### config.mk
export PLATFORM = sky130hd
export DESIGN_NAME = posture_fall_alert_qualifier_unit_flat
export DESIGN_NICKNAME = d
export VERILOG_FILES = /design/src/rtl/pfaq_pkg.sv /design/src/rtl/pfaq_stream_if.sv /design/src/rtl/pfaq_cfg_regs.sv /design/src/rtl/pfaq_eval.sv /design/src/rtl/posture_fall_alert_qualifier_unit.sv /design/src/flat_wrapper.sv
export VERILOG_INCLUDE_DIRS = /design/src /design/src/rtl
export SDC_FILE = /design/constraint.sdc
export NUM_CORES = 1
export LEC_CHECK = 0
export ABC_AREA = 1
export BUFFER_PORTS_ARGS = -buffer_cell sky130_fd_sc_hd__buf_4
export CORE_AREA = 2 2 39 41
export CTS_BUF_LIST = sky130_fd_sc_hd__clkbuf_4 sky130_fd_sc_hd__clkbuf_8 sky130_fd_sc_hd__clkbuf_16
export CTS_CLUSTER_DIAMETER = 150
export CTS_CLUSTER_SIZE = 24
export DETAILED_ROUTE_END_ITERATION = 10
export DIE_AREA = 0 0 41 43
export RECOVER_POWER = 50
export SETUP_SLACK_MARGIN = 0.15
export SLEW_MARGIN = 10
export SYNTH_ARGS = -nofsm -noshare
export SYNTH_HDL_FRONTEND = slang
export SYNTH_SLANG_ARGS = --single-unit
### constraint.sdc
create_clock -name clk -period 0.9 [get_ports clk]
set_clock_uncertainty 0.2 [all_clocks]
set_input_delay 0.135 -clock clk [delete_from_list [all_inputs] [get_ports clk]]
set_output_delay 0.135 -clock clk [all_outputs]
set_load 0.005 [all_outputs]
### src/rtl/posture_fall_alert_qualifier_unit_assert.svh
// ----------------------------------------------------------------------------
// Assertion macros for the posture fall alert qualifier
// Shared wrappers for concurrent checks clocked on clk, disabled in reset.
// ----------------------------------------------------------------------------
`ifndef POSTURE_FALL_ALERT_QUALIFIER_UNIT_ASSERT_SVH
`define POSTURE_FALL_ALERT_QUALIFIER_UNIT_ASSERT_SVH

// Same-cycle implication
`define PFAQ_ASSERT_NOW(lbl, ante, cons, msg) \
  lbl: assert property (@(posedge clk) disable iff (!rst_n) (ante) |-> (cons)) \
    else $error(msg);

// Next-cycle implication
`define PFAQ_ASSERT_NEXT(lbl, ante, cons, msg) \
  lbl: assert property (@(posedge clk) disable iff (!rst_n) (ante) |=> (cons)) \
    else $error(msg);

`endif

### src/rtl/pfaq_pkg.sv
// ----------------------------------------------------------------------------
// pfaq_pkg
// Types, constants and register codes of the posture fall alert qualifier.
// ----------------------------------------------------------------------------
package pfaq_pkg;

  // Field widths
  localparam int ANGLE_W    = 12;
  localparam int ACCEL_W    = 16;
  localparam int LIMIT_W    = 16;
  localparam int OUT_CNT_W  = 16;
  localparam int CFG_IDX_W  = 3;
  localparam int CFG_DATA_W = 16;

  // Default counter width
  localparam int COUNT_BITS_DEF = 16;

  // Still window: 0.8 g^2 and 1.2 g^2 in Q4.12
  localparam logic [ACCEL_W-1:0] STILL_LOW_Q12  = 16'd3277;
  localparam logic [ACCEL_W-1:0] STILL_HIGH_Q12 = 16'd4915;

  // Register reset values
  localparam logic [ANGLE_W-1:0] ANGLE_THR_RST  = 12'd400;
  localparam logic [LIMIT_W-1:0] MALAISE_LIM_RST = 16'd10;
  localparam logic [LIMIT_W-1:0] IMMOB_LIM_RST   = 16'd15;
  localparam logic [LIMIT_W-1:0] FALL_LIM_RST    = 16'd20;

  // Register indexes
  typedef enum logic [CFG_IDX_W-1:0] {
    CFG_VERT_EN     = 3'd0,
    CFG_IMMOB_EN    = 3'd1,
    CFG_FALL_EN     = 3'd2,
    CFG_ANGLE_THR   = 3'd3,
    CFG_MALAISE_LIM = 3'd4,
    CFG_IMMOB_LIM   = 3'd5,
    CFG_FALL_LIM    = 3'd6
  } cfg_idx_e;

  typedef struct packed {
    logic               verticality_enable;
    logic               immobility_enable;
    logic               fall_enable;
    logic [ANGLE_W-1:0] angle_threshold;
    logic [LIMIT_W-1:0] malaise_limit;
    logic [LIMIT_W-1:0] immobility_limit;
    logic [LIMIT_W-1:0] fall_limit;
  } cfg_t;

  typedef struct packed {
    logic [ANGLE_W-1:0] tilt_angle;
    logic [ACCEL_W-1:0] accel_sq;
    logic               fall_window;
    logic               fall_alert_active;
    logic               ack_malaise;
  } sample_t;

  typedef struct packed {
    logic                 malaise_alarm;
    logic                 fall_confirmed;
    logic [OUT_CNT_W-1:0] verticality_count;
    logic [OUT_CNT_W-1:0] still_count;
    logic [OUT_CNT_W-1:0] fall_count_out;
  } result_t;

endpackage

### src/rtl/pfaq_stream_if.sv
// ----------------------------------------------------------------------------
// pfaq_stream_if
// Valid/ready channel carrying one payload per transfer.
// ----------------------------------------------------------------------------
interface pfaq_stream_if #(
  parameter type payload_t = logic
);
  logic     valid;
  logic     ready;
  payload_t data;

  modport source (output valid, output data, input ready);
  modport sink (input valid, input data, output ready);
endinterface

### src/rtl/pfaq_cfg_regs.sv
// ----------------------------------------------------------------------------
// pfaq_cfg_regs
// Configuration register file, written by index, no read-back.
// ----------------------------------------------------------------------------
module pfaq_cfg_regs
  import pfaq_pkg::*;
(
  input  logic                  clk,
  input  logic                  rst_n,
  input  logic                  cfg_we,
  input  logic [CFG_IDX_W-1:0]  cfg_index,
  input  logic [CFG_DATA_W-1:0] cfg_wdata,
  output cfg_t                  cfg_o
);

  cfg_t cfg_r;
  cfg_t cfg_nxt;

  // Decode the write
  always_comb begin
    cfg_nxt = cfg_r;
    if (cfg_we) begin
      unique case (cfg_index)
        CFG_VERT_EN:     cfg_nxt.verticality_enable = cfg_wdata[0];
        CFG_IMMOB_EN:    cfg_nxt.immobility_enable  = cfg_wdata[0];
        CFG_FALL_EN:     cfg_nxt.fall_enable        = cfg_wdata[0];
        CFG_ANGLE_THR:   cfg_nxt.angle_threshold    = cfg_wdata[ANGLE_W-1:0];
        CFG_MALAISE_LIM: cfg_nxt.malaise_limit      = cfg_wdata[LIMIT_W-1:0];
        CFG_IMMOB_LIM:   cfg_nxt.immobility_limit   = cfg_wdata[LIMIT_W-1:0];
        CFG_FALL_LIM:    cfg_nxt.fall_limit         = cfg_wdata[LIMIT_W-1:0];
        default:         cfg_nxt = cfg_r;
      endcase
    end
  end

  always_ff @(posedge clk) begin
    if (!rst_n) begin
      cfg_r.verticality_enable <= 1'b1;
      cfg_r.immobility_enable  <= 1'b1;
      cfg_r.fall_enable        <= 1'b1;
      cfg_r.angle_threshold    <= ANGLE_THR_RST;
      cfg_r.malaise_limit      <= MALAISE_LIM_RST;
      cfg_r.immobility_limit   <= IMMOB_LIM_RST;
      cfg_r.fall_limit         <= FALL_LIM_RST;
    end else begin
      cfg_r <= cfg_nxt;
    end
  end

  assign cfg_o = cfg_r;

endmodule

### src/rtl/pfaq_eval.sv
// ----------------------------------------------------------------------------
// pfaq_eval
// Single-pass evaluation of one sample: verticality, immobility, fall.
// ----------------------------------------------------------------------------
module pfaq_eval
  import pfaq_pkg::*;
#(
  parameter int COUNT_BITS = COUNT_BITS_DEF
) (
  input  cfg_t                  cfg_i,
  input  sample_t               sample_i,
  input  logic [COUNT_BITS-1:0] low_cnt_i,
  input  logic [COUNT_BITS-1:0] still_cnt_i,
  input  logic [COUNT_BITS-1:0] fall_cnt_i,
  input  logic                  fall_conf_i,
  input  logic                  malaise_i,
  output logic [COUNT_BITS-1:0] low_cnt_o,
  output logic [COUNT_BITS-1:0] still_cnt_o,
  output logic [COUNT_BITS-1:0] fall_cnt_o,
  output logic                  fall_conf_o,
  output logic                  malaise_o,
  output result_t               result_o
);

  // Common width for count/limit compares and output trimming
  localparam int CW = (COUNT_BITS > LIMIT_W) ? COUNT_BITS : LIMIT_W;
  localparam logic [COUNT_BITS-1:0] CNT_MAX = {COUNT_BITS{1'b1}};

  logic                  low;
  logic                  still;
  logic                  mf_ack;
  logic                  mf_vert;
  logic                  mf_immob;
  logic                  blocked;
  logic [COUNT_BITS-1:0] low_inc;
  logic [COUNT_BITS-1:0] still_inc;
  logic [COUNT_BITS-1:0] fall_inc;
  logic [CW-1:0]         low_wide;
  logic [CW-1:0]         still_wide;
  logic [CW-1:0]         fall_wide;

  // Sample qualifiers
  assign low   = sample_i.tilt_angle < cfg_i.angle_threshold;
  assign still = (sample_i.accel_sq >= STILL_LOW_Q12) &&
                 (sample_i.accel_sq <= STILL_HIGH_Q12);

  // Saturating increments
  assign low_inc   = (low_cnt_i == CNT_MAX) ? CNT_MAX : low_cnt_i + 1'b1;
  assign still_inc = (still_cnt_i == CNT_MAX) ? CNT_MAX : still_cnt_i + 1'b1;
  assign fall_inc  = (fall_cnt_i == CNT_MAX) ? CNT_MAX : fall_cnt_i + 1'b1;

  assign low_wide   = CW'(low_inc);
  assign still_wide = CW'(still_inc);
  assign fall_wide  = CW'(fall_inc);

  assign mf_ack  = malaise_i & ~sample_i.ack_malaise;
  assign blocked = fall_conf_i | sample_i.fall_alert_active;

  // Loss of verticality, then immobility, then fall: each sees the flags before it
  always_comb begin
    low_cnt_o   = low_cnt_i;
    still_cnt_o = still_cnt_i;
    fall_cnt_o  = fall_cnt_i;
    fall_conf_o = fall_conf_i;
    mf_vert     = mf_ack;
    mf_immob    = mf_ack;

    if (cfg_i.verticality_enable) begin
      if (low && !mf_ack && !blocked) begin
        if (low_wide >= CW'(cfg_i.malaise_limit)) begin
          mf_vert   = 1'b1;
          low_cnt_o = '0;
        end else begin
          low_cnt_o = low_inc;
        end
      end else begin
        low_cnt_o = '0;
      end
    end

    mf_immob = mf_vert;
    if (cfg_i.immobility_enable) begin
      if (still && !mf_vert && !blocked) begin
        if (still_wide >= CW'(cfg_i.immobility_limit)) begin
          mf_immob    = 1'b1;
          still_cnt_o = '0;
        end else begin
          still_cnt_o = still_inc;
        end
      end else begin
        still_cnt_o = '0;
      end
    end

    if (cfg_i.fall_enable) begin
      if (low && sample_i.fall_window && !mf_immob && !sample_i.fall_alert_active) begin
        fall_cnt_o = fall_inc;
        if (fall_wide >= CW'(cfg_i.fall_limit)) begin
          fall_conf_o = 1'b1;
        end
      end else begin
        fall_conf_o = 1'b0;
        fall_cnt_o  = '0;
      end
    end
  end

  assign malaise_o = mf_immob;

  // Result item: flags and counters trimmed to the output width
  always_comb begin
    logic [CW-1:0] lw;
    logic [CW-1:0] sw;
    logic [CW-1:0] fw;
    lw = CW'(low_cnt_o);
    sw = CW'(still_cnt_o);
    fw = CW'(fall_cnt_o);
    result_o.malaise_alarm     = mf_immob;
    result_o.fall_confirmed    = fall_conf_o;
    result_o.verticality_count = lw[OUT_CNT_W-1:0];
    result_o.still_count       = sw[OUT_CNT_W-1:0];
    result_o.fall_count_out    = fw[OUT_CNT_W-1:0];
  end

endmodule

### src/rtl/posture_fall_alert_qualifier_unit.sv
// ----------------------------------------------------------------------------
// posture_fall_alert_qualifier_unit
// Qualifies malaise and fall alarms from one posture sample per transfer.
// ----------------------------------------------------------------------------
// The unit takes one sample per clock while in_ch.ready is high and returns
// one result per sample: the sample lands in an input register, and the
// evaluation and the alarm state update happen as it moves on into the result
// register. Throughput is one item per cycle while the output accepts results,
// set by the combinational update of the three counters and two flags; the
// result register decouples the sides, so a stalled output only blocks input
// once both registers hold items. Configuration writes are taken at any cycle
// and should only be issued while no sample is in flight.
`include "posture_fall_alert_qualifier_unit_assert.svh"

module posture_fall_alert_qualifier_unit
  import pfaq_pkg::*;
#(
  parameter int COUNT_BITS = COUNT_BITS_DEF
) (
  input  logic                  clk,
  input  logic                  rst_n,
  pfaq_stream_if.sink           in_ch,
  pfaq_stream_if.source         out_ch,
  input  logic                  cfg_we,
  input  logic [CFG_IDX_W-1:0]  cfg_index,
  input  logic [CFG_DATA_W-1:0] cfg_wdata
);

  cfg_t                  cfg;
  sample_t               sample_r;
  logic                  s1_valid_r;
  logic                  s1_valid_nxt;
  result_t               result_r;
  result_t               result_nxt;
  logic                  out_valid_r;
  logic                  out_valid_nxt;
  logic                  out_adv;
  logic                  s1_adv;
  logic                  in_xfer;

  logic [COUNT_BITS-1:0] low_cnt_r;
  logic [COUNT_BITS-1:0] low_cnt_nxt;
  logic [COUNT_BITS-1:0] still_cnt_r;
  logic [COUNT_BITS-1:0] still_cnt_nxt;
  logic [COUNT_BITS-1:0] fall_cnt_r;
  logic [COUNT_BITS-1:0] fall_cnt_nxt;
  logic                  fall_conf_r;
  logic                  fall_conf_nxt;
  logic                  malaise_r;
  logic                  malaise_nxt;

  pfaq_cfg_regs u_cfg (
    .clk       (clk),
    .rst_n     (rst_n),
    .cfg_we    (cfg_we),
    .cfg_index (cfg_index),
    .cfg_wdata (cfg_wdata),
    .cfg_o     (cfg)
  );

  // Handshake: result register frees on transfer, input stage follows
  assign out_adv     = !out_valid_r || out_ch.ready;
  assign s1_adv      = s1_valid_r && out_adv;
  assign in_ch.ready = !s1_valid_r || out_adv;
  assign in_xfer     = in_ch.valid && in_ch.ready;

  always_comb begin
    s1_valid_nxt = s1_valid_r;
    if (in_xfer) begin
      s1_valid_nxt = 1'b1;
    end else if (s1_adv) begin
      s1_valid_nxt = 1'b0;
    end
  end

  always_comb begin
    out_valid_nxt = out_valid_r;
    if (s1_adv) begin
      out_valid_nxt = 1'b1;
    end else if (out_ch.ready) begin
      out_valid_nxt = 1'b0;
    end
  end

  pfaq_eval #(
    .COUNT_BITS (COUNT_BITS)
  ) u_eval (
    .cfg_i       (cfg),
    .sample_i    (sample_r),
    .low_cnt_i   (low_cnt_r),
    .still_cnt_i (still_cnt_r),
    .fall_cnt_i  (fall_cnt_r),
    .fall_conf_i (fall_conf_r),
    .malaise_i   (malaise_r),
    .low_cnt_o   (low_cnt_nxt),
    .still_cnt_o (still_cnt_nxt),
    .fall_cnt_o  (fall_cnt_nxt),
    .fall_conf_o (fall_conf_nxt),
    .malaise_o   (malaise_nxt),
    .result_o    (result_nxt)
  );

  // Control and alarm state
  always_ff @(posedge clk) begin
    if (!rst_n) begin
      s1_valid_r  <= 1'b0;
      out_valid_r <= 1'b0;
      low_cnt_r   <= '0;
      still_cnt_r <= '0;
      fall_cnt_r  <= '0;
      fall_conf_r <= 1'b0;
      malaise_r   <= 1'b0;
    end else begin
      s1_valid_r  <= s1_valid_nxt;
      out_valid_r <= out_valid_nxt;
      if (s1_adv) begin
        low_cnt_r   <= low_cnt_nxt;
        still_cnt_r <= still_cnt_nxt;
        fall_cnt_r  <= fall_cnt_nxt;
        fall_conf_r <= fall_conf_nxt;
        malaise_r   <= malaise_nxt;
      end
    end
  end

  // Payload registers
  always_ff @(posedge clk) begin
    if (in_xfer) begin
      sample_r <= in_ch.data;
    end
    if (s1_adv) begin
      result_r <= result_nxt;
    end
  end

  assign out_ch.valid = out_valid_r;
  assign out_ch.data  = result_r;

  // Malaise and fall confirmation exclude each other
  `PFAQ_ASSERT_NOW(a_flags_exclusive, 1'b1, !(malaise_r && fall_conf_r), "malaise and fall both set")
  // An advancing item always fills the result register
  `PFAQ_ASSERT_NEXT(a_result_loaded, s1_adv, out_valid_r, "result register not loaded")
  // Alarm state moves only with an evaluated item
  `PFAQ_ASSERT_NEXT(a_state_hold, !s1_adv, $stable(malaise_r) && $stable(fall_conf_r) && $stable(fall_cnt_r), "state changed without item")

endmodule
### src/flat_wrapper.sv
// flat-port wrapper written by rule: the top's interface ports become plain ports
module posture_fall_alert_qualifier_unit_flat import pfaq_pkg::*;
#(
  parameter int COUNT_BITS = COUNT_BITS_DEF
)
  (clk, rst_n, cfg_we, cfg_index, cfg_wdata, in_ch_valid, in_ch_data, in_ch_ready, out_ch_valid, out_ch_data, out_ch_ready);
  pfaq_stream_if in_ch_i ();
  pfaq_stream_if out_ch_i ();
  input  logic clk;
  input  logic rst_n;
  input  logic cfg_we;
  input  logic [CFG_IDX_W-1:0] cfg_index;
  input  logic [CFG_DATA_W-1:0] cfg_wdata;
  input wire logic [$bits(in_ch_i.valid)-1:0] in_ch_valid;
  input wire logic [$bits(in_ch_i.data)-1:0] in_ch_data;
  output wire logic [$bits(in_ch_i.ready)-1:0] in_ch_ready;
  output wire logic [$bits(out_ch_i.valid)-1:0] out_ch_valid;
  output wire logic [$bits(out_ch_i.data)-1:0] out_ch_data;
  input wire logic [$bits(out_ch_i.ready)-1:0] out_ch_ready;
  assign in_ch_i.valid = in_ch_valid;
  assign in_ch_i.data = in_ch_data;
  assign in_ch_ready = in_ch_i.ready;
  assign out_ch_valid = out_ch_i.valid;
  assign out_ch_data = out_ch_i.data;
  assign out_ch_i.ready = out_ch_ready;
  posture_fall_alert_qualifier_unit #(.COUNT_BITS(COUNT_BITS)) u_core (.clk(clk), .rst_n(rst_n), .in_ch(in_ch_i), .out_ch(out_ch_i), .cfg_we(cfg_we), .cfg_index(cfg_index), .cfg_wdata(cfg_wdata));
endmodule
# Word-level counts from Yosys, hierarchy flattened
# Index checks and enable logic that the tools add are counted.
# word_totals
wordCells	20
out_inout_bits	3
input_bits	25
register_bits	20
# op_classes
n_reduce_logical	9
n_eq_ne	1
mux	5
# op_table
operator	n
$mux 16	1
$mux 1	4
$reduce_bool 2->1	2
$eq 3x2->1 const B	1
$logic_and 1x1->1	2
$logic_not 1->1	2
$logic_or 1x1->1	2
$reduce_and 2->1	1

# Logic depth before layout (Yosys ltp)
# logic_depth
word_depth	5
mapped_depth	5

# Hierarchy
# Synthesis repeated with hierarchy kept, for this count alone.
# unflattened
cells_unflattened	1470
hier_area_um2	9278.9
# by_module_without_submodules
module	cells_per_inst	n_inst	area_per_inst_um2
pfaq_eval	763	1	4231.6
pfaq_cfg_regs	363	1	2628.8
posture_fall_alert_qualifier_unit	344	1	2418.6

# Least setup slack after synthesis
# No wires, ideal clock.
# synth_path
path_type	reg2reg
startpoint	reg u_core.s1_valid_r
endpoint	reg u_core.result_r, in the netlist u_core.out_ch.data (enable)
required_time_ns	0.396
path_stages_with_launch	3
setup_slack_ns	-0.103
period_less_slack_ns	1.003
t_arrival_ns	0.500
path_cell_list	dfxtp_1 -> inv_1 -> a21oi_1
# synth_between
elab_chain_cells	1
# synth_rtl
element	line	text
start: declaration	posture_fall_alert_qualifier_unit.sv:31	logic s1_valid_r;
start signal: assignment	posture_fall_alert_qualifier_unit.sv:114	s1_valid_r <= s1_valid_nxt;
$logic_and 1x1->1	posture_fall_alert_qualifier_unit.sv:63	assign s1_adv = s1_valid_r && out_adv;
end signal: assignment	posture_fall_alert_qualifier_unit.sv:132	result_r <= result_nxt;
end: declaration	posture_fall_alert_qualifier_unit.sv:33	result_t result_r;
# No other way between the ends.
# A chain may end at the register's enable or synchronous reset.

# Worst setup path in the final report
# layout_path
startpoint	reg u_core.out_valid_r (netlist: u_core.out_ch.valid)
endpoint	out in_ch_ready
# layout_between
elab_chain_cells	3
# layout_rtl
element	line	text
start: declaration	posture_fall_alert_qualifier_unit.sv:35	logic out_valid_r;
start signal: assignment	posture_fall_alert_qualifier_unit.sv:115	out_valid_r <= out_valid_nxt;
$logic_not 1->1	posture_fall_alert_qualifier_unit.sv:62	assign out_adv = !out_valid_r || out_ch.ready;
$logic_or 1x1->1	posture_fall_alert_qualifier_unit.sv:62	
$logic_or 1x1->1	posture_fall_alert_qualifier_unit.sv:64	assign in_ch.ready = !s1_valid_r || out_adv;
end: declaration	flat_wrapper.sv:16	output wire logic [$bits(in_ch_i.ready)-1:0] in_ch_ready;
# No other way between the ends.

==> reports/results.tsv <==
stage	metric	value	unit
synthesis	post_synth_fa_ha_maj_area_fraction	0	
global_route	grtUsageTotal	0.0693	
worst_setup_path	worstSetupStartpointType	flop	
status	outcome	finished, violations left	
clocking	cts_tree	built	
global_route	grt_pass1_wl	772	um
finish	final_common_cell	buf_4	
clocking	cts_max_path_buffers	2	
power	seqPwrFrac	0.398	
power	power.internal	481	uW
worst_setup_path	worst-setup-path-type	flop to output port	
synthesis	syn_area	214	um2
finish	final_util	0.303	
sta	max_freq	889	MHz
finish	area_growth	95.9	%
floorplan	fp.dieW	41	um
synthesis	synth-xor-area-share	0	
placement	io_buffers	11	
power	sw_frac_of_total	0.216	
route	viasPerCell	3.66	
route	routedWlPerCell	7.03	um
finish	drive_gt1_frac	0.717	
clocking	clkTransAtPathRegs	0.04	ns
worst_setup_path	ff2ff_path_depth	3	
floorplan	ios	28	
global_route	antenna_found_initial	0	
synthesis	synthSimpleGateAreaFrac	0.257	
synthesis	synthMuxAreaShare	0	
floorplan	num_rows	14	
sta	period_needed	1.12	ns
flow_run	cap_violations	0	
route	antenna_left	0	
finish	fill_cells	146	
global_route	grt_pass1_vias	214	
finish	diodes	0	
route	drt_iter0_drc	9	
hold_path	hp-class	input port to flop	
sta	hold_violations	4	
finish	fin_nets	72	
route	routed_wl	436	um
worst_setup_path	crit_required	0.56	ns
power	p_leak	0.000212	uW
synthesis	synth_seq_cells	5	
synthesis	syn_avg_cell_area	7.64	um2
route	drc	0	
worst_setup_path	end_kind	output port	
sta	worst_slack	-0.225	ns
power	combPwrFrac	0.129	
clocking	cts-root-buf	clkbuf_4	
placement	dp_hpwl	308	um
worst_setup_path	cp_max_fo	3	
clocking	clk_latency	0.24	ns
sta	setup_viol	7	
floorplan	fp.dieH	43	um
clocking	cts_made_buffers	3	
sta	worst_slew_margin_rel	0.917	
floorplan	start_util	0.155	
synthesis	synth-compound-area-share	0.0877	
floorplan	die-area	1760	um2
clocking	cts.sinks	5	
placement	dp_cells	55	
placement	place_congestion	0.652	
power	p_sw	132	uW
power	p_clk_frac	0.473	
route	route.vias.total	227	
global_route	grt_overflow	0	
power	ir_worst_vdd	0.000603	V
clocking	htree_levels	1	
sta	finalCritPeriodShare	1.25	
sta	holdWs	-0.106	ns
global_route	grt_max_degree	4	
synthesis	synth_fp_nets	53	
synthesis	synth_cell_type_count	10	
route	first_pass_iters	2	
sta	tightest_slew	0.124	ns
synthesis	netlist_instances	28	
status	violations	negative hold slack, negative setup slack	
synthesis	ys_warn_count	0	
finish	layout_common_cells	12 x buf_4, 5 x inv_1, 4 x nand2_1, 4 x clkbuf_4	
floorplan	core-area	1380	um2
synthesis	synth_top_family_by_area	simple AND/OR/NAND/NOR gates	
synthesis	synth_seq_area_share	0.515	
power	p_per_area	1460	nW/um2
worst_setup_path	cp.arrival	0.79	ns
hold_path	whs_path_depth	2	
finish	final_cells	62	
sta	final-max-slew-violation-count	0	
sta	rsz0062_at_grt	true	
area by class of cell:
cell class,count,area [um2],share of cell area
Clock buffer,4,30.0,0.0716
Sequential cell,5,118,0.281
Inverter,8,30.0,0.0716
Timing Repair Buffer,14,113,0.269
Tap cell,16,20.0,0.0478
Multi-Input combinational cell,15,109,0.260
cells in the mapped netlist:
master / instances / share of area
dfxtp_1: 4 / 0.37
edfxtp_1: 1 / 0.14
nor2_1: 2 / 0.035
nand3_1: 3 / 0.070
a21oi_1: 2 / 0.047
inv_2: 1 / 0.018
nand2_1: 6 / 0.11
inv_1: 7 / 0.12
nand3_2: 1 / 0.047
a21oi_2: 1 / 0.041
metal layers:
| layer | vias to the layer above | GRT usage | wire length (um) |
|---|---|---|---|
| met1 | 92 | 0.0677 | 175 |
| met2 | 15 | 0.103 | 185 |
| met3 | 0 | 0.0785 | 75 |
| li1 | 120 | - | - |
| met4 | 0 | 0 | 0 |
| met5 | - | 0 | 0 |
critical path: stages, from the launching register on:
cell and delay, ns:
dfxtp_2 0.35, nand3_4 0.07, buf_6 0.12
kinds of logic (layout without fill, tap and decap cells):
kind of cell           count (synthesis)  in the layout
AOI/OAI and AO/OA                      3              3
buffers and inverters                  8             26
DFF                                    5              5
and+or+nand+nor                       12             12
timing repair:
item                                    in CTS  in global routing
gates resized for setup                      3                  9
pin swaps                                    1                  3
endpoints found under the hold margin        4                  3
setup buffers                                3                  0
endpoints found under the setup margin       9                  9
registers in the layout, indices dropped and copies added (netlist names):
register             count
u_core.s1_valid_r        1
u_core.fall_cnt_r        1
u_core.u_cfg.cfg_o       1
u_core.out_ch.data       1
u_core.out_ch.valid      1
power groups by stage:
stage | clock network [uW] | registers, uW | logic [uW]
after CTS | 299 | 244 | 72.1
after floorplan | 0 | 249 | 21.8
after detailed placement | 0 | 250 | 58.3
after global routing | 327 | 244 | 87.8
final | 290 | 244 | 78.9
after global placement | 0 | 250 | 57.6
path summary, 6_finish.rpt:
| kind | start | endpoint | slack [ns] |
|---|---|---|---|
| setup / recovery | u_core.out_ch.valid | in_ch_ready | -0.22 |
| setup reg to reg | u_core.s1_valid_r | u_core.out_ch.data | -0.19 |
| hold / removal | rst_n | u_core.u_cfg.cfg_o[60] | -0.11 |
| hold reg to reg | u_core.u_cfg.cfg_o[60] | u_core.u_cfg.cfg_o[60] | 0.28 |
through the flow:
step                      cell area, um2  total power (uW)  setup slack (ns)  TNS, ns
after floorplan                      221               271           -0.0502  -0.0502
after global placement               324               307           -0.0686  -0.0791
after detailed placement             324               308           -0.0696  -0.0805
after CTS                            387               615            -0.220   -0.793
after global routing                 419               659            -0.254    -1.06
final                                419               613            -0.225   -0.816
Note: power is estimated with default switching activity, not from simulation.
